==> config.mk <==
export PLATFORM = sky130hd
export DESIGN_NAME = mfc_isqrt
export DESIGN_NICKNAME = d
export VERILOG_FILES = /design/src/hdl/mfc_pkg.sv /design/src/hdl/mfc_isqrt.sv
export SDC_FILE = /design/constraint.sdc
export NUM_CORES = 1
export LEC_CHECK = 0
export BUFFER_PORTS_ARGS = -buffer_cell sky130_fd_sc_hd__buf_2
export CORE_AREA = 2 2 97 99
export CTS_BUF_LIST = sky130_fd_sc_hd__clkbuf_8
export CTS_CLUSTER_DIAMETER = 80
export DETAILED_ROUTE_END_ITERATION = 8
export DIE_AREA = 0 0 99 101
export GPL_TIMING_DRIVEN = 0
export PLACE_DENSITY = 0.64
export SLEW_MARGIN = 25
export SYNTH_ARGS = -nofsm -noshare
export SYNTH_HDL_FRONTEND = slang
export SYNTH_SLANG_ARGS = --single-unit
export TNS_END_PERCENT = 100
==> constraint.sdc <==
create_clock -name clk_i -period 4.4 [get_ports clk_i]
set_input_delay 0.22 -clock clk_i [delete_from_list [all_inputs] [get_ports clk_i]]
set_output_delay 0.22 -clock clk_i [all_outputs]
set_load 0.02 [all_outputs]
==> src/hdl/mfc_pkg.sv <==
// package for the motion frame conditioner: types, constants and tables
package mfc_pkg;

  localparam int unsigned NumRegs   = 7;
  localparam int unsigned AddrWidth = 5;
  localparam int unsigned AtanLen   = 24;
  localparam int unsigned CordW     = 30;
  localparam int unsigned AngW      = 28;
  // output angles are in 1/16 degree
  localparam int unsigned AngFracBits = 4;

  localparam logic [2:0] RegWeight    = 3'd0;
  localparam logic [2:0] RegThreshold = 3'd1;
  localparam logic [2:0] RegGravity   = 3'd2;
  localparam logic [2:0] RegCooldown  = 3'd3;
  localparam logic [2:0] RegDistLimit = 3'd4;
  localparam logic [2:0] RegMotionEn  = 3'd5;
  localparam logic [2:0] RegTempEn    = 3'd6;

  // sequencer states
  typedef enum logic [3:0] {
    StIdle,
    StSqrtYz,
    StSqrtMag,
    StRollInit,
    StRollIter,
    StPitchInit,
    StPitchIter,
    StDist,
    StEma,
    StDone
  } seq_state_e;

  typedef struct packed {
    logic [8:0]  weight;
    logic [15:0] threshold;
    logic [15:0] gravity;
    logic [15:0] cooldown;
    logic [12:0] dist_limit;
    logic        motion_en;
    logic        temp_en;
  } cfg_t;

  // atan(2^-i) in 2^-16 degree
  function automatic logic [22:0] atan_lut(input logic [4:0] idx);
    logic [22:0] v;
    case (idx)
      5'd0:  v = 23'd2949120;
      5'd1:  v = 23'd1740967;
      5'd2:  v = 23'd919879;
      5'd3:  v = 23'd466945;
      5'd4:  v = 23'd234379;
      5'd5:  v = 23'd117306;
      5'd6:  v = 23'd58666;
      5'd7:  v = 23'd29335;
      5'd8:  v = 23'd14668;
      5'd9:  v = 23'd7334;
      5'd10: v = 23'd3667;
      5'd11: v = 23'd1833;
      5'd12: v = 23'd917;
      5'd13: v = 23'd458;
      5'd14: v = 23'd229;
      5'd15: v = 23'd115;
      5'd16: v = 23'd57;
      5'd17: v = 23'd29;
      5'd18: v = 23'd14;
      5'd19: v = 23'd7;
      5'd20: v = 23'd4;
      5'd21: v = 23'd2;
      5'd22: v = 23'd1;
      default: v = 23'd0;
    endcase
    return v;
  endfunction

endpackage

==> src/hdl/mfc_isqrt.sv <==
// iterative integer square root, one result bit per cycle
module mfc_isqrt import mfc_pkg::*; (
  input  logic        clk_i,
  input  logic        rst_ni,
  input  logic        start_i,
  input  logic [33:0] radicand_i,
  output logic        done_o,
  output logic [16:0] root_o
);

  logic [16:0] root_q;
  logic [4:0]  cnt_q, cnt_d;
  logic        busy_q, busy_d;
  logic [18:0] part_q, part_d;
  logic [18:0] shifted;
  logic [18:0] sub;
  logic [33:0] src_q, src_d;
  logic [16:0] root_n;

  always_comb begin
    cnt_d  = cnt_q;
    busy_d = busy_q;
    if (start_i) begin
      cnt_d  = 5'd17;
      busy_d = 1'b1;
    end else if (busy_q) begin
      cnt_d = cnt_q - 5'd1;
      if (cnt_q == 5'd1) begin
        busy_d = 1'b0;
      end
    end
  end

  // restoring: bring down two radicand bits, try subtracting 4*root+1
  always_comb begin
    part_d  = part_q;
    src_d   = src_q;
    shifted = {part_q[16:0], src_q[33:32]};
    sub     = shifted - {root_q, 2'b01};
    if (start_i) begin
      part_d = '0;
      src_d  = radicand_i;
    end else if (busy_q) begin
      src_d = {src_q[31:0], 2'b00};
      if (!sub[18]) begin
        part_d = sub;
      end else begin
        part_d = shifted;
      end
    end
  end

  assign root_n = {root_q[15:0], ~sub[18]};

  always_ff @(posedge clk_i or negedge rst_ni) begin
    if (!rst_ni) begin
      busy_q <= 1'b0;
      cnt_q  <= '0;
    end else begin
      busy_q <= busy_d;
      cnt_q  <= cnt_d;
    end
  end

  always_ff @(posedge clk_i) begin
    if (start_i) begin
      root_q <= '0;
    end else if (busy_q) begin
      root_q <= root_n;
    end
    part_q <= part_d;
    src_q  <= src_d;
  end

  assign done_o = busy_q && (cnt_q == 5'd1);
  assign root_o = root_n;

endmodule

==> key figures <==
Die
  • Die area: roughly 0.010 mm2
  • I/O Pins: 55
  • Core area: approximately 0.0090 mm2
  • Height of the die: 101 um
  • Overall die width: roughly 100 um
  • Row count: 35
  • Initial Utilization: 0.448

Clocking
  • Clock transition at path regs: roughly 80 ps
  • Clock Sinks: 74
  • Postcts setup bufs: 0
  • H-Tree Depth: 3
  • Clock root buffer master: clkbuf_8
  • CTS tree: built
  • Clock tree buffer depth: 2
  • TritonCTS buffer count: 9
  • Clk_lat worst skew: ~360 ps

Place
  • Buffers on Ports: 53
  • RD Place Congestion: about 0.8
  • DP HPWL: ~5800 um
  • Dpl cells: 540

Layout
  • Antenna cell count: 0
  • Fraction of layout cells with a size suffix above 1: 0.289
  • Fillers: about 840
  • Syn-to-layout area delta: 16.3%
  • Commonest cells after routing, fill and taps aside: 55 x buf_2, 37 x nor2_1, 34 x dfxtp_1, 34 x edfxtp_1, 33 x mux2_2
  • Storage cell area: 0.00185 mm2
  • Final #Nets: around 500
  • Commonest non-fill, non-tap cell in the layout: buf_2
  • Non-filler instance count after layout: between 500 and 600
  • Area of the multi-input gates: roughly 0.0019 mm2

Detailed routing
  • Initial DRT Pass Iterations: 4
  • Vias per std cell: roughly 5.2
  • Routed Wire Length: 8020 um
  • Iteration-0 DRC Markers: between 100 and 150
  • DR DRC count: 0
  • Final ANT Viol Nets: 0
  • Wire per inst: approximately 14 um
  • Via count: between 2000 and 3000

Timing
  • Least-Margin Pin Slew: 733 ps
  • Final Cycle Share: 0.669
  • Final hold vios: 0
  • Final Hold Slack: approximately 150 ps
  • Slew HR: 0.511
  • Total Neg Setup Slack: 0 ps
  • Final Slew Violations: 0
  • Min Clock Period, post-route: 2940 ps
  • RSZ-0062 raised after global routing: false
  • Worst Skew: about 12 ps
  • Setup violators final: 0
  • Max frequency: about 0.34 GHz

Setup path
  • CP Class: reg -> out
  • CP required: ~4200 ps
  • Crit Path Max Fanout: 10
  • Worst setup EP type: output port
  • Arr. time, crit path: ~2700 ps
  • CP startpoint kind: flop

GRT
  • Vias in the first global route: approximately 2800
  • First-pass GRT wire length: about 13000 um
  • Total GRT Usage: 0.165
  • Largest net degree at the start of global routing: 35
  • Antenna violations before repair: 0
  • GRT overflow: 0

Power
  • Pleak: ~2.1 nW
  • Power per cell area: slightly below 700 mW/mm2
  • Peak VDD IR: between 200 and 300 uV

Synthesis
  • Post-Syn Area per Cell: ~11 um2
  • Yosys warns: 0
  • Post-synth top area cell: edfxtp_1
  • Post-synth cell types: 47
  • Syn_nets: 432
  • Seq cells post-synth: 74
  • Top post-synthesis cells by area: edfxtp_1 25%, dfxtp_1 17%, mux2_2 9.2%
  • Area of the mapped netlist: roughly 0.0040 mm2
  • Top cell type's share of synthesized area: 0.254
  • Synth Instances: between 300 and 400
  • Post-synthesis sequential area ratio: 0.460

Job
  • Max-cap violation count: 0

Hold path
  • Worst min path class: in -> reg

Status
  • Status: complete, no violations
-- worst max-delay path, stage by stage (launching register included) --
cell	delay (ps)
dfxtp_1	380
inv_1	70
ha_1	380
a21oi_2	190
o21ai_1	90
a221oi_2	290
nand3_2	150
xnor2_4	260
buf_2	330
buf_2	220
-- timing repair --
item	CTS	global route
hold buffers	1	0
hold endpoints to repair	6	0
gates resized for setup	0	0
-- report_power, final --
| part | internal, mW | leakage [nW] | switching [mW] |
|---|---|---|---|
| clock network | 0.377 | 0.125 | 0.269 |
| logic | 0.742 | 1.27 | 0.816 |
| registers | 0.900 | 0.710 | 0.0898 |
| total | 2.02 | 2.10 | 1.17 |
-- cells in the mapped netlist (all sizes together) --
cell type / count
buf: 22
nand2: 15
a21oi: 14
dfrtp: 6
and3: 2
a21o: 4
o21bai: 1
nor2b: 2
clkbuf: 10
dfxtp: 34
o31a: 1
a211o: 1
o21ai: 13
xnor2: 14
nor3: 3
edfxtp: 34
o2111ai: 1
a311oi: 3
mux2i: 25
a2bb2oi: 4
nor2: 37
a22oi: 1
and2: 4
nor4: 1
nand4: 1
o311a: 1
ha: 19
a211oi: 9
mux2: 33
or2: 2
xor2: 7
o211ai: 4
a221oi: 1
inv: 26
nand2b: 7
a31oi: 3
or4b: 1
o22ai: 2
a22o: 2
nand3: 6
-- stage by stage --
step	utilization	total power, mW	instance area (um2)	setup WS (ps)
6_report	0.521	3.19	4680	1460
5_1_grt	0.521	3.43	4680	1290
4_1_cts	0.521	3.22	4680	1440
3_5_place_dp	0.493	2.56	4430	1840
3_3_place_gp	0.493	2.53	4430	1840
2_1_floorplan	-	2.25	4020	2120
-- sequential cells by signal, summed over array words and instances (netlist names) --
signal and flops:
busy_q 1, root_q 17, src_q 34, cnt_q 5, part_q 17
-- kinds of logic (layout without fill, tap and decap cells) --
| logic type | count (synthesis) | count (layout) | synth area share |
|---|---|---|---|
| adders and majority gates | 19 | 19 | 0.0591 |
| AOI/OAI and AO/OA | 65 | 65 | 0.111 |
| muxes | 58 | 58 | 0.155 |
| and+or+nand+nor | 81 | 81 | 0.0930 |
| buffers and inverters | 58 | 128 | 0.0715 |
| DFF | 74 | 74 | 0.460 |
| xor gates and xnor gates | 21 | 21 | 0.0504 |
-- routing by layer --
| metal | wire length (um) | global-route usage | vias up |
|---|---|---|---|
| met1 | 3660 | 0.205 | 1373 |
| met3 | 386 | 0.0374 | 14 |
| met2 | 3780 | 0.271 | 66 |
| met4 | 199 | 0.0822 | 0 |
| li1 | - | - | 1445 |
| met5 | 0 | 0 | - |
-- cell type report --
type                            instances  share of cell area
Inverter                               26              0.0209
Buffer                                 32              0.0407
Tap cell                              111              0.0297
Multi-Input combinational cell        244               0.403
Sequential cell                        74               0.396
Clock inverter                          7              0.0249
Timing Repair Buffer                   54              0.0589
Clock buffer                            9              0.0265
-- worst paths after layout --
kind	from	cells after the start	slack, ps	to
min in group asynchronous	rst_ni	2	220	cnt_q[4]
hold / removal	radicand_i[1]	2	150	src_q[1]
setup reg to reg	root_q[9]	10	1850	part_q[15]
hold reg to reg	part_q[11]	2	500	part_q[11]
max in group asynchronous	rst_ni	2	4030	cnt_q[1]
setup / recovery	root_q[9]	9	1460	root_o[0]
Note: power is estimated with default switching activity, not from simulation.
