===== src/hdl/mfc_pkg.sv =====
// package for the motion frame conditioner: types, constants and tables
package mfc_pkg;

  localparam int unsigned NumRegs   = 7;
  localparam int unsigned AddrWidth = 5;
  localparam int unsigned AtanLen   = 24;
  localparam int unsigned CordW     = 30;
  localparam int unsigned AngW      = 28;
  // output angles are in 1/16 degree
  localparam int unsigned AngFracBits = 4;

  localparam logic [2:0] RegWeight    = 3'd0;
  localparam logic [2:0] RegThreshold = 3'd1;
  localparam logic [2:0] RegGravity   = 3'd2;
  localparam logic [2:0] RegCooldown  = 3'd3;
  localparam logic [2:0] RegDistLimit = 3'd4;
  localparam logic [2:0] RegMotionEn  = 3'd5;
  localparam logic [2:0] RegTempEn    = 3'd6;

  // sequencer states
  typedef enum logic [3:0] {
    StIdle,
    StSqrtYz,
    StSqrtMag,
    StRollInit,
    StRollIter,
    StPitchInit,
    StPitchIter,
    StDist,
    StEma,
    StDone
  } seq_state_e;

  typedef struct packed {
    logic [8:0]  weight;
    logic [15:0] threshold;
    logic [15:0] gravity;
    logic [15:0] cooldown;
    logic [12:0] dist_limit;
    logic        motion_en;
    logic        temp_en;
  } cfg_t;

  // atan(2^-i) in 2^-16 degree
  function automatic logic [22:0] atan_lut(input logic [4:0] idx);
    logic [22:0] v;
    case (idx)
      5'd0:  v = 23'd2949120;
      5'd1:  v = 23'd1740967;
      5'd2:  v = 23'd919879;
      5'd3:  v = 23'd466945;
      5'd4:  v = 23'd234379;
      5'd5:  v = 23'd117306;
      5'd6:  v = 23'd58666;
      5'd7:  v = 23'd29335;
      5'd8:  v = 23'd14668;
      5'd9:  v = 23'd7334;
      5'd10: v = 23'd3667;
      5'd11: v = 23'd1833;
      5'd12: v = 23'd917;
      5'd13: v = 23'd458;
      5'd14: v = 23'd229;
      5'd15: v = 23'd115;
      5'd16: v = 23'd57;
      5'd17: v = 23'd29;
      5'd18: v = 23'd14;
      5'd19: v = 23'd7;
      5'd20: v = 23'd4;
      5'd21: v = 23'd2;
      5'd22: v = 23'd1;
      default: v = 23'd0;
    endcase
    return v;
  endfunction

endpackage


===== src/hdl/mfc_cordic.sv =====
// vectoring cordic, one rotation step per cycle, angle in 2^-16 degree
module mfc_cordic import mfc_pkg::*; #(
  parameter int unsigned Steps = 16
) (
  input  logic               clk_i,
  input  logic               rst_ni,
  input  logic               start_i,
  input  logic signed [17:0] y_i,
  input  logic signed [17:0] x_i,
  output logic               done_o,
  output logic signed [AngW-1:0] angle_o
);

  logic signed [CordW-1:0] x_q, y_q;
  logic signed [AngW-1:0]  z_q;
  logic [4:0]              i_q;
  logic                    busy_q;
  logic signed [CordW-1:0] xs, ys, xn, yn;
  logic signed [AngW-1:0]  a;

  assign xs = x_q >>> i_q;
  assign ys = y_q >>> i_q;
  assign a  = AngW'($signed({1'b0, atan_lut(i_q)}));

  always_ff @(posedge clk_i or negedge rst_ni) begin
    if (!rst_ni) begin
      busy_q <= 1'b0;
      i_q    <= '0;
    end else if (start_i) begin
      busy_q <= (x_i != 0) || (y_i != 0);
      i_q    <= '0;
    end else if (busy_q) begin
      i_q <= i_q + 5'd1;
      if (i_q == 5'(Steps - 1)) begin
        busy_q <= 1'b0;
      end
    end
  end

  always_ff @(posedge clk_i) begin
    if (start_i) begin
      if (x_i < 0) begin
        z_q <= (y_i >= 0) ? AngW'(180 * 65536) : -AngW'(180 * 65536);
        x_q <= CordW'(-x_i) <<< 8;
        y_q <= CordW'(-y_i) <<< 8;
      end else begin
        z_q <= '0;
        x_q <= CordW'(x_i) <<< 8;
        y_q <= CordW'(y_i) <<< 8;
      end
    end else if (busy_q) begin
      if (y_q > 0) begin
        x_q <= x_q + ys;
        y_q <= y_q - xs;
        z_q <= z_q + a;
      end else if (y_q < 0) begin
        x_q <= x_q - ys;
        y_q <= y_q + xs;
        z_q <= z_q - a;
      end
    end
  end

  logic done_q;
  always_ff @(posedge clk_i or negedge rst_ni) begin
    if (!rst_ni) begin
      done_q <= 1'b0;
    end else begin
      done_q <= (start_i && x_i == 0 && y_i == 0) ||
                (busy_q && i_q == 5'(Steps - 1));
    end
  end

  assign done_o  = done_q;
  assign angle_o = (x_q == 0 && y_q == 0 && z_q == 0) ? '0 : z_q;

endmodule


===== config.mk =====
export PLATFORM = sky130hd
export DESIGN_NAME = mfc_cordic
export DESIGN_NICKNAME = d
export VERILOG_FILES = /design/src/hdl/mfc_pkg.sv /design/src/hdl/mfc_cordic.sv
export SDC_FILE = /design/constraint.sdc
export NUM_CORES = 1
export LEC_CHECK = 0
export BUFFER_PORTS_ARGS = -buffer_cell sky130_fd_sc_hd__buf_2
export CORE_MARGIN = 2
export CORE_UTILIZATION = 55
export DETAILED_ROUTE_END_ITERATION = 6
export PLACE_DENSITY_LB_ADDON = 0.2
export SETUP_SLACK_MARGIN = 0.15
export SYNTH_ARGS = -nofsm -noshare
export SYNTH_HDL_FRONTEND = slang
export SYNTH_SLANG_ARGS = --single-unit

===== constraint.sdc =====
create_clock -name clk_i -period 5.9 [get_ports clk_i]
set_input_delay 0.885 -clock clk_i [delete_from_list [all_inputs] [get_ports clk_i]]
set_output_delay 0.885 -clock clk_i [all_outputs]
set_load 0.01 [all_outputs]

==> metrics list, run 1 <==
- The number of different library cells used by synthesis comes to 87.
- Net count of the mapped netlist: 1953
- Top post-synthesis cells by area: sky130_fd_sc_hd__edfxtp_1 17%, sky130_fd_sc_hd__mux4_2 9.7%, sky130_fd_sc_hd__ha_1 8.8%
- Measured along the x axis, the die boundary spans 170 um.
* Synthesized-area fraction occupied by xor and xnor cells: 9.57%
* Remaining number of nets flagged by the antenna check after routing: 0
- Sinks on the clock net: 95
- Of the cells placed in the final design, the portion with a size suffix greater than 1 is 25.7%.
- The die covers 0.0288 mm2.
- In this run the critical register-to-register path is launched from i_q[0].
- Detailed Route Iter0 Violations: 1901
* Final critical-path required period: 5620 ps
- Fmax: 178 MHz
* Antenna violations before repair: 0
- Most common cell after layout, fill and taps aside: sky130_fd_sc_hd__buf_4
- DR DRC count: 0
- Post-Synth Adder-Cell Area: 9.18%
- HP Class: in -> async
- Y dimension of the die: 170 um
* Average detailed-routed wire length per instance: 23.7 um
- Number of gates on the worst path with buffers counted: 23
* Clock Root Buffer: sky130_fd_sc_hd__clkbuf_16
- The number of hold buffers added after CTS was 0.
- Clock Tree Buf Depth: 2
- After synthesis, the share of cell area in mux cells is 15.9%.
- At the pin with the least slew margin, the transition time is 869 ps.
- The count of buffers added on input and output ports is 67.
* Area of combinational cells with multiple inputs: 0.0120 mm2
- After layout, the worst path uses 95.3% of the clock period.
* Half-perimeter wire length of the detailed placement result: 42.1 mm
- Maximum capacitance violations: 0
- Max Clock Skew: 19.0 ps
- On the worst path, the slowest cell contributes a delay of 530 ps.
* Overall routed net length: 54.6 mm
* Worst slack at placement: -261 ps
* Relative area change from synthesis to final layout: 18.0%
* Remaining max-slew budget at the tightest pin: 41.7%
- Once the floorplan was initialized, standard cells occupied 56.0% of the core.
- Number of synthesized flops with an enable pin: 88
- Area share of the leading cell type in the synthesized netlist: 17.5%
- After the last flow step, the layout net total stands at 2104.
- Top cell family by delay on the critical path: compound AO/OA/AOI/OAI gates
- Post-layout worst setup margin: 279 ps
* Weighted congestion reported at the end of routability-driven placement: 1.05
* H-tree levels: 3
- Data on the critical path arrives at its endpoint at 5720 ps.
* Endpoint type of the worst setup path: flop
- Summing all flip-flop and latch instances after layout gives 0.00283 mm2.
* Final max-slew violation count: 0
- Fill cells in the final layout number 2248.
- Among all flip-flop cells after synthesis, the most frequent one is sky130_fd_sc_hd__edfxtp_1.
- First-pass iteration count of the detailed router: 6
- The signal on the critical path passes through buf_6, mux4_2, and2_0, a31o_2, a221oi_4, ha_2, inv_1, a2111oi_4, nand4_1, nor3b_2, nor2_1, xor2_1, ha_1, a21o_1, a21o_1, a2111oi_4, o21ai_1, nand2b_4, a221oi_4, o21ai_1, a41oi_1, xnor2_1, nor2_1.
- Clock-pin slew of the registers on the worst-case setup and hold paths: 80 ps
* Number of CTS-inserted buffers: 9
- Sequential area share after synthesis: 18.7%
- After Yosys synthesis, and, or, nand and nor cells account for 18.1% of the synthesized area.
- The hold violation total from the final report is 0.
* Number of register bits inferred by synthesis: 95
* Ratio of routed vias to standard cells: 6.78
- Dominant combinational cell family by area after synthesis: compound AO/OA/AOI/OAI gates
- The final route contains 15599 vias.
- For this run the aggregate overflow at the end of global routing stands at 0.
* CORE AREA: 0.0270 mm2
- Setup violations remaining at the end of the flow were counted as 0.
- Among all stages on the critical path, the largest delay is contributed by sky130_fd_sc_hd__mux4_2.
- The first global-routing pass estimated 83.1 mm of wire.
- The setup path with the least slack is of type reg -> reg.
- In this run the worst path has a maximum fanout of 4.
- The number of global-route vias before repair came to 14379.
- During synthesis, Yosys emitted a total of 0 warnings.
- The run finished with clean final reports.
* Minimum setup slack among reg-to-reg paths: 280 ps
- Setup repair after global routing could not meet its margin everywhere.
* Most used cells in the layout excluding fill and tap cells: 186 x sky130_fd_sc_hd__buf_4, 161 x sky130_fd_sc_hd__nand2_1, 141 x sky130_fd_sc_hd__nor2_1, 120 x sky130_fd_sc_hd__o21ai_0, 115 x sky130_fd_sc_hd__a21oi_1
* CP required: 6000 ps
* Synthesized-area fraction occupied by ao, oa, aoi and oai cells: 23.7%
* Pin count of the biggest net entering global routing: 77
- Synthesis produced 1805 cells.
* Asr flop ratio synth: 7.37%
* Mean instance size in the synthesized netlist: 8.37 um2
- Antenna cell count: 0
- At the later pin of the worst-skew pair, clock insertion delay measures 370 ps.
- For this run, the total global-route usage over all layers was measured as 37.2%.
* Critical path startpoint category: flop
* Number of rows in the core area: 60
* Final hold slack: 334 ps
* Worst-case reg-to-reg path depth: 23
- Top Ports: 68
- Worst path bufs/invs: 2
* Cell taking the most area after synthesis: sky130_fd_sc_hd__edfxtp_1
* Reg-to-Reg End: x_q[29]
* Setup crit start: i_q[0]
- Crit path to: x_q[29]
- Combined area of all synthesized cells: 0.0151 mm2
* TritonCTS clock tree: built
how the worst min path moves through the flow:
| stage | from | to | slack (ps) | cells past startpoint |
|---|---|---|---|---|
| 6_report | rst_ni | i_q[2] | 330 | 1 |
| 2_1_floorplan | rst_ni | busy_q | 590 | 0 |
| 4_1_cts | rst_ni | i_q[2] | 340 | 1 |
| 5_1_grt | rst_ni | i_q[2] | 340 | 1 |
| 3_3_place_gp | rst_ni | i_q[2] | 730 | 1 |
| 3_5_place_dp | rst_ni | i_q[2] | 730 | 1 |
repair_timing:
action | in CTS | in global routing
pin swaps | 6 | 46
setup endpoints to repair | 13 | 29
setup buffers | 16 | 23
cloned | 0 | 2
resized for setup | 15 | 106
registers in the layout, summed over array words and instances (netlist names):
signal,cells
done_o,1
z_q,28
y_q,30
i_q,5
x_q,30
busy_q,1
synthesized netlist by cell type, types with 16 or more instances:
library cell,number
sky130_fd_sc_hd__ha_1,106
sky130_fd_sc_hd__a211oi_1,16
sky130_fd_sc_hd__nand3_1,35
sky130_fd_sc_hd__edfxtp_1,88
sky130_fd_sc_hd__nor2b_1,31
sky130_fd_sc_hd__o22ai_1,23
sky130_fd_sc_hd__mux2_2,34
sky130_fd_sc_hd__buf_2,27
sky130_fd_sc_hd__o21ai_0,138
sky130_fd_sc_hd__nand2b_1,31
sky130_fd_sc_hd__inv_1,44
sky130_fd_sc_hd__a21o_1,38
sky130_fd_sc_hd__xor2_1,64
sky130_fd_sc_hd__or2_2,16
sky130_fd_sc_hd__clkbuf_1,80
sky130_fd_sc_hd__o21a_1,19
sky130_fd_sc_hd__xnor2_1,101
sky130_fd_sc_hd__a21oi_1,122
sky130_fd_sc_hd__and3_1,17
sky130_fd_sc_hd__nor3_1,30
sky130_fd_sc_hd__mux2i_1,53
sky130_fd_sc_hd__a31oi_1,28
sky130_fd_sc_hd__mux4_2,65
sky130_fd_sc_hd__nand2_1,162
sky130_fd_sc_hd__nor2_1,148
logic make-up after synthesis:
family | count (synthesis)
buffers and inverters | 179
AOI/OAI and AO/OA | 546
muxes | 154
xor gates and xnor gates | 165
adders and majority gates | 109
and+or+nand+nor | 557
DFF | 95
through the flow:
| stage | instance area (um2) | util [%] | instances | setup TNS (ps) |
|---|---|---|---|---|
| final | 17800 | 66.1 | 2302 | 0 |
| after floorplan | 15100 | - | 1805 | 0 |
| after CTS | 17100 | 63.6 | 2277 | 0 |
| after global placement | 16600 | 61.7 | 2245 | -89.6 |
| after detailed placement | 16600 | 61.7 | 2245 | -723 |
| after global routing | 17800 | 66.1 | 2302 | 0 |
layer usage:
metal	wire length [um]	track usage [%]	vias to the layer above
li1	-	-	7092
met1	23300	53.2	7491
met2	24100	58.0	872
met3	5280	5.29	144
met4	1890	11.8	0
met5	0	0	-
layout make-up:
cell class | instances | share of cell area (%)
Clock buffer | 9 | 1.26
Multi-Input combinational cell | 1531 | 67.3
Sequential cell | 95 | 15.9
Inverter | 48 | 1.03
Tap cell | 341 | 2.39
Clock inverter | 7 | 0.491
Timing Repair Buffer | 271 | 11.6
Power of run 1 is left out: the tool's default activity adds up to more than one toggle a clock period on the data nets, which glitch-free logic cannot reach.
==> run 2, diff against run 1 <==
Settings changed: RECOVER_POWER from default to 25, SKIP_CTS_REPAIR_TIMING from default to 1.
==> run 2 against run 1 <==
The run now ends with capacitance limit, slew limit left. Global-route usage is 0.24 points lower. Non-clock buffer count is 6 lower. Cell area fell by 0.98%. Wire length grew 0.15%. Register-to-register slack worse by 90 ps. Flip-flop and latch count stayed put.
==> metrics list, run 2 (synthesized netlist as in run 1, its figures left out) <==
* Most used cells in the layout excluding fill and tap cells: 178 x sky130_fd_sc_hd__buf_4, 161 x sky130_fd_sc_hd__nand2_1, 142 x sky130_fd_sc_hd__nor2_1, 125 x sky130_fd_sc_hd__o21ai_0, 116 x sky130_fd_sc_hd__a21oi_1
- Summed negative setup slack over all endpoints: 0 ps (unchanged)
- Sinks on the clock net: 95 (unchanged)
- TritonCTS built the clock tree.
- The number of maximum-capacitance constraint violations is 1 (+1).
* Top cell family by delay on the critical path: simple AND/OR/NAND/NOR gates
- Post-route core utilization: 65.5% (-0.65 points)
- The worst max-slew margin expressed relative to the limit was -88.8% (-130 points).
* Result of the run: finished, violations left
- Average detailed-routed wire length per instance: 23.8 um (+0.41%)
- CP required: 6020 ps (+20 ps)
- Overall Global Routing Usage: 37.0% (-0.24 points)
- The die width is 170 um (unchanged).
- The number of global-route vias before repair came to 14280 (-0.69%).
* Final setup violation count: 0 (unchanged)
- The final cell area excluding filler cells came to 0.0177 mm2 (-0.98%).
- Relative area change from synthesis to final layout: 16.9%
* Detailed Route Iter0 Violations: 2008 (+5.6%)
* Total Die Area: 0.0288 mm2 (unchanged)
- HP Class: in -> async
- Top Ports: 68 (unchanged)
- The placed instance area is 0.0166 mm2 (unchanged).
* Endpoint type of the worst setup path: flop
- First-pass iteration count of the detailed router: 6 (unchanged)
* Reg-to-Reg End: z_q[26]
- Layout cells sized above 1: 23.4% (-2.3 points)
* Clock-pin slew of the registers on the worst-case setup and hold paths: 90 ps (about the same)
* Crit-path max FO: 21 (+17)
- Weighted congestion reported at the end of routability-driven placement: 1.05 (unchanged)
- Clock Tree Buf Depth: 2 (unchanged)
- Most common cell type on the critical path: sky130_fd_sc_hd__o21ai_0
* H-tree levels: 3 (unchanged)
- Worst path bufs/invs: 2 (unchanged)
* Pin count of the biggest net entering global routing: 77 (unchanged)
- Worst-case reg-to-reg path depth: 19 (-17%)
- The number of core rows came to 60 (unchanged).
* Worst stage delay on the critical path: 570 ps (+40 ps)
- The final max-slew violation count was 54 (+54).
- Number of fillers in the final layout: 2288 (+1.8%)
- Crit path cell chain: buf_4, nor4_1, nand4_1, nor2_2, or2_2, buf_4, nor2_1, xnor2_1, ha_1, nor2b_1, o21a_1, o21ai_0, a21oi_1, o21ai_0, o21ai_0, a31o_2, a21oi_2, nor4b_1, a311o_1
- Half-perimeter wire length of the detailed placement result: 42.1 mm (unchanged)
* Unrepaired setup endpoints after global routing: yes
- Total gr overflow: 0 (unchanged)
- Final Cycle Share: 96.9% (+1.6 points)
- The register-to-register setup slack came to 180 ps (-90 ps).
* Data arrival time at the worst-slack endpoint: 5840 ps (+120 ps)
* Ratio of routed vias to standard cells: 6.78 (+0.11%)
- The worst setup path is of the reg -> reg kind.
* Max Clock Skew: 16.6 ps (-2.33 ps)
- The shortest period the worst path allows was 5720 ps (+94.4 ps).
- Y dimension of the die: 170 um (unchanged)
- The storage element area was 0.00283 mm2 (about the same).
- The transition time at the pin with the least slew margin was 2830 ps (+1960 ps).
- Reg-to-reg critical path startpoint: y_q[2]
- The antenna violation net count after detailed routing was 0 (unchanged).
- Hold violation total from the final report: 0 (unchanged)
* Slowest cell on the critical path: sky130_fd_sc_hd__nor4_1
- Worst slack at placement: -261 ps (unchanged)
- The highest clock frequency the design can meet is 175 MHz (-1.7%).
- Critical path startpoint category: flop
* Number of nets at the end of the flow: 2098 (-0.29%)
- DR DRC count: 0 (unchanged)
* Antenna cell count: 0 (unchanged)
- Post-layout worst setup margin: 185 ps (-94.4 ps)
- Area of combinational cells with multiple inputs: 0.0119 mm2 (-0.56%)
- The worst-skew pair later-pin latency was 370 ps (about the same).
- Biggest registers after layout: x_q x30, y_q x30, z_q x28
* Number of CTS-inserted buffers: 9 (unchanged)
- Overall routed net length: 54.7 mm (+0.15%)
- CORE AREA: 0.0270 mm2 (unchanged)
* Port bufs: 67 (unchanged)
- The initial standard-cell utilization of the core is 56.0% (unchanged).
- Failing checks: capacitance limit, slew limit
- Count of vias placed by the detailed router: 15575 (-0.15%)
- Antenna violations before repair: 0 (unchanged)
- Most common cell after layout, fill and taps aside: sky130_fd_sc_hd__buf_4
- The global-route wire length before repair was 82.5 mm (-0.68%).
- The tree is rooted in a sky130_fd_sc_hd__clkbuf_16.
run 2: cell count changes in the layout (fill, tap and decap cells not counted), moves of 2 or more:
cell                        previous run  this run
sky130_fd_sc_hd__a31oi_1              23        25
sky130_fd_sc_hd__a31oi_2               3         1
sky130_fd_sc_hd__buf_12               11         8
sky130_fd_sc_hd__buf_2                66        36
sky130_fd_sc_hd__buf_4               186       178
sky130_fd_sc_hd__buf_6                 4         6
sky130_fd_sc_hd__clkbuf_1              0        31
sky130_fd_sc_hd__o2111ai_1             2         4
sky130_fd_sc_hd__o2111ai_2             2         0
sky130_fd_sc_hd__o21ai_0             120       125
sky130_fd_sc_hd__o21ai_1              17        11
sky130_fd_sc_hd__o21ai_2               3         5
run 2: layout make-up:
cell class | instances | area share, %
Clock buffer | 9 | 1.28
Sequential cell | 95 | 16.0
Timing Repair Buffer | 265 | 11.1
Multi-Input combinational cell | 1531 | 67.6
Clock inverter | 7 | 0.496
Inverter | 48 | 1.04
Tap cell | 341 | 2.42
run 2: worst register-to-register path, stage by stage (launching register included):
cell and delay (ps):
sky130_fd_sc_hd__edfxtp_1 510, sky130_fd_sc_hd__buf_4 210, sky130_fd_sc_hd__nor4_1 570, sky130_fd_sc_hd__nand4_1 300
sky130_fd_sc_hd__nor2_2 390, sky130_fd_sc_hd__or2_2 430, sky130_fd_sc_hd__buf_4 360, sky130_fd_sc_hd__nor2_1 90
sky130_fd_sc_hd__xnor2_1 130, sky130_fd_sc_hd__ha_1 300, sky130_fd_sc_hd__nor2b_1 160, sky130_fd_sc_hd__o21a_1 180
sky130_fd_sc_hd__o21ai_0 240, sky130_fd_sc_hd__a21oi_1 140, sky130_fd_sc_hd__o21ai_0 310, sky130_fd_sc_hd__o21ai_0 230
sky130_fd_sc_hd__a31o_2 350, sky130_fd_sc_hd__a21oi_2 200, sky130_fd_sc_hd__nor4b_1 70, sky130_fd_sc_hd__a311o_1 300
run 2: worst max-delay path by stage:
stage,endpoint,slack [ps],startpoint,depth (start not counted)
6_report,z_q[26],180,y_q[2],19
5_1_grt,y_q[22],-7,i_q[0],26
4_1_cts,y_q[22],-300,i_q[0],23
3_5_place_dp,y_q[22],-260,i_q[0],23
3_3_place_gp,y_q[22],-90,i_q[0],22
2_1_floorplan,x_q[29],170,i_q[0],24
run 2: per-layer routing:
| metal | share of wire (%) | global-route usage [%] | vias to the layer above |
|---|---|---|---|
| met2 | 44 | 57.3 | 841 |
| met3 | 9.3 | 5.34 | 120 |
| met1 | 43 | 53.0 | 7525 |
| met5 | 0 | 0 | - |
| li1 | - | - | 7089 |
| met4 | 3.3 | 12.2 | 0 |
run 2: through the flow:
step           std cells  hold WS, ps
2_1_floorplan       1805          589
3_5_place_dp        2245          731
6_report            2296          399
4_1_cts             2261          337
3_3_place_gp        2245          732
5_1_grt             2296          428
Power of run 2 is left out for the same reason.
==> run 3, diff against run 2 <==
Settings changed: REMOVE_ABC_BUFFERS from default to 1.
==> run 3 against run 2 <==
The run still ends with capacitance limit, slew limit left. Register-to-register slack lost 20 ps. Worst hold slack gained 31 ps. Sequential share of layout area shrank 0.30 points. Wire length grew 2.2%. Clock-buffer cell count grew 1. Critical path depth grew 4. Clock skew shrank 2.0 ps. Critical path type unchanged. Highest routed layer unchanged.
==> metrics list, run 3 (synthesized netlist as in run 1, its figures left out) <==
- Critical path startpoint category: flop
- Weighted congestion reported at the end of routability-driven placement: 1.03 (-1.7%)
- Actual slew at the worst max-slew pin: 2220 ps (-614 ps)
- Minimum setup slack among reg-to-reg paths: 170 ps (-20 ps)
* Maximum capacitance violations: 1 (unchanged)
- The flow ran to the end, but the final reports show violations.
- The global-route wire length before repair was 82.2 mm (-0.32%).
* Post-Layout Cell Count: 2322 (+1.1%)
* Vias in the first global route: 14354 (+0.52%)
* Average detailed-routed wire length per instance: 24.1 um (+1.1%)
- Fmax: 174 MHz (-0.33%)
- The final global-route overflow total was 0 (unchanged).
- Clock-pin slew of the registers on the worst-case setup and hold paths: 90 ps (about the same)
- Number of rows in the core area: 60 (unchanged)
* Number of CTS-inserted buffers: 9 (unchanged)
- The largest registers in the layout are x_q x30, y_q x30, z_q x28.
- The antenna violation net count after detailed routing came to 0 (unchanged).
- The area growth from synthesis to layout is 19.0%.
* Most common cell after layout, fill and taps aside: sky130_fd_sc_hd__buf_4
- Overall Global Routing Usage: 37.0% (+0.094 points)
- The share of the clock period used by the worst path is 97.2% (+0.33 points).
- The layer flagged by global routing as most heavily used is met2.
- Antenna violations before repair: 0 (unchanged)
* DR DRC count: 0 (unchanged)
* Sinks on the clock net: 95 (unchanged)
* Clock Root Buffer: sky130_fd_sc_hd__clkbuf_16
* Number of nets at the end of the flow: 2124 (+1.2%)
- Endpoint type of the worst setup path: flop
* Overall routed net length: 55.9 mm (+2.2%)
- Met1 usage in global routing: 49.3% (-3.6 points)
- Hold violation total from the final report: 0 (unchanged)
- CP required: 6010 ps (about the same)
- TritonCTS built the clock tree.
- Placed cells: 2262 (+0.76%)
- Max Clock Skew: 14.6 ps (-2.00 ps)
* Count of vias placed by the detailed router: 15811 (+1.5%)
- Final critical-path required period: 5730 ps (+19.2 ps)
- The length of the first detailed-routing pass in iterations was 6 (unchanged).
- The die boundary height was 170 um (unchanged).
* Failing checks: capacitance limit, slew limit
- The min-delay analysis places its worst path in the category in -> async.
- Unrepaired setup endpoints after global routing: yes
* Clock Latency Late Sink: 380 ps (about the same)
- The met3 usage in global routing came to 8.19% (+2.8 points).
- CORE AREA: 0.0270 mm2 (unchanged)
- The global routing met2 resource utilization was 59.1% (+1.8 points).
* Most used cells in the layout excluding fill and tap cells: 206 x sky130_fd_sc_hd__buf_4, 161 x sky130_fd_sc_hd__nand2_1, 142 x sky130_fd_sc_hd__nor2_1, 122 x sky130_fd_sc_hd__o21ai_0, 113 x sky130_fd_sc_hd__a21oi_1
* Pin count of the biggest net entering global routing: 64 (-17%)
* Port bufs: 67 (unchanged)
* Critical path type: reg -> reg
- Layout cells sized above 1: 25.2% (+1.9 points)
- Antenna cell count: 0 (unchanged)
- The initial standard-cell utilization of the core is 56.0% (unchanged).
- The die area is 0.0288 mm2 (unchanged).
- The final number of setup-violating endpoints came to 0 (unchanged).
- The maximum fanout encountered on the critical timing path was 8 (-62%).
- Clock Tree Buf Depth: 2 (unchanged)
* Ratio of routed vias to standard cells: 6.81 (+0.38%)
- Detailed Route Iter0 Violations: 2094 (+4.3%)
- The worst endpoint data arrival time is 5840 ps (about the same).
* Remaining max-slew budget at the tightest pin: -47.9% (+41 points)
- H-tree levels: 3 (unchanged)
* Half-perimeter wire length of the detailed placement result: 42.1 mm (about the same)
- Top Ports: 68 (unchanged)
- Final max-slew violation count: 44 (-19%)
- The die width came to 170 um (unchanged).
==> run 3: path summary, 6_finish.rpt <==
check,cells past startpoint,from,end
min reg2reg,1,busy_q,i_q[4]
min,1,rst_ni,i_q[0]
max,23,i_q[0],y_q[29]
max reg2reg,23,i_q[0],y_q[29]
min in group clk_i,1,busy_q,i_q[4]
max in group asynchronous,1,rst_ni,i_q[2]
==> run 3: cell type report <==
type                       instances  area, um2
multi-input combinational       1531      12100
clock inverter                     6       92.6
sequential                        95       2830
tap                              341        427
clock buffer                      10        229
fill                            2266       8980
timing repair buffer             291       2160
inverter                          48        180
==> run 3: metrics by stage <==
stage                     hold WS (ps)  utilization [%]  setup slack (ps)  setup TNS [ps]  area [um2]
after floorplan                    589                -             -3210         -146100       14500
after global placement             706             62.3              19.1               0       16800
after detailed placement           730             62.3             -74.5            -131       16800
after CTS                          345             63.5             -76.3            -186       17100
after global routing               463             66.7             -32.6           -41.3       18000
final                              430             66.7               166               0       18000
==> run 3: worst max-delay path, cell delays in order (launching register included) <==
cell	delay [ps]
sky130_fd_sc_hd__dfrtp_4	510
sky130_fd_sc_hd__buf_12	180
sky130_fd_sc_hd__buf_16	150
sky130_fd_sc_hd__buf_4	120
sky130_fd_sc_hd__buf_6	130
sky130_fd_sc_hd__mux4_2	500
sky130_fd_sc_hd__mux2_4	330
sky130_fd_sc_hd__mux4_2	520
sky130_fd_sc_hd__a31oi_4	200
sky130_fd_sc_hd__nand4_1	100
sky130_fd_sc_hd__buf_4	190
sky130_fd_sc_hd__buf_4	150
sky130_fd_sc_hd__nor3_4	190
sky130_fd_sc_hd__a31oi_1	130
sky130_fd_sc_hd__xor2_1	200
sky130_fd_sc_hd__buf_4	160
sky130_fd_sc_hd__ha_2	320
sky130_fd_sc_hd__and3_1	210
sky130_fd_sc_hd__nand3_1	120
sky130_fd_sc_hd__o31a_1	350
sky130_fd_sc_hd__o31a_1	290
sky130_fd_sc_hd__a21oi_2	160
sky130_fd_sc_hd__xnor2_1	140
sky130_fd_sc_hd__o21ai_1	70
==> run 3: per-layer routing <==
layer  vias to the layer above  routed length, um
met5                         -                  0
met4                         0               2360
met3                       175               5470
met2                       880              25200
met1                      7597              22800
li1                       7159                  -
Power of run 3 is left out for the same reason.
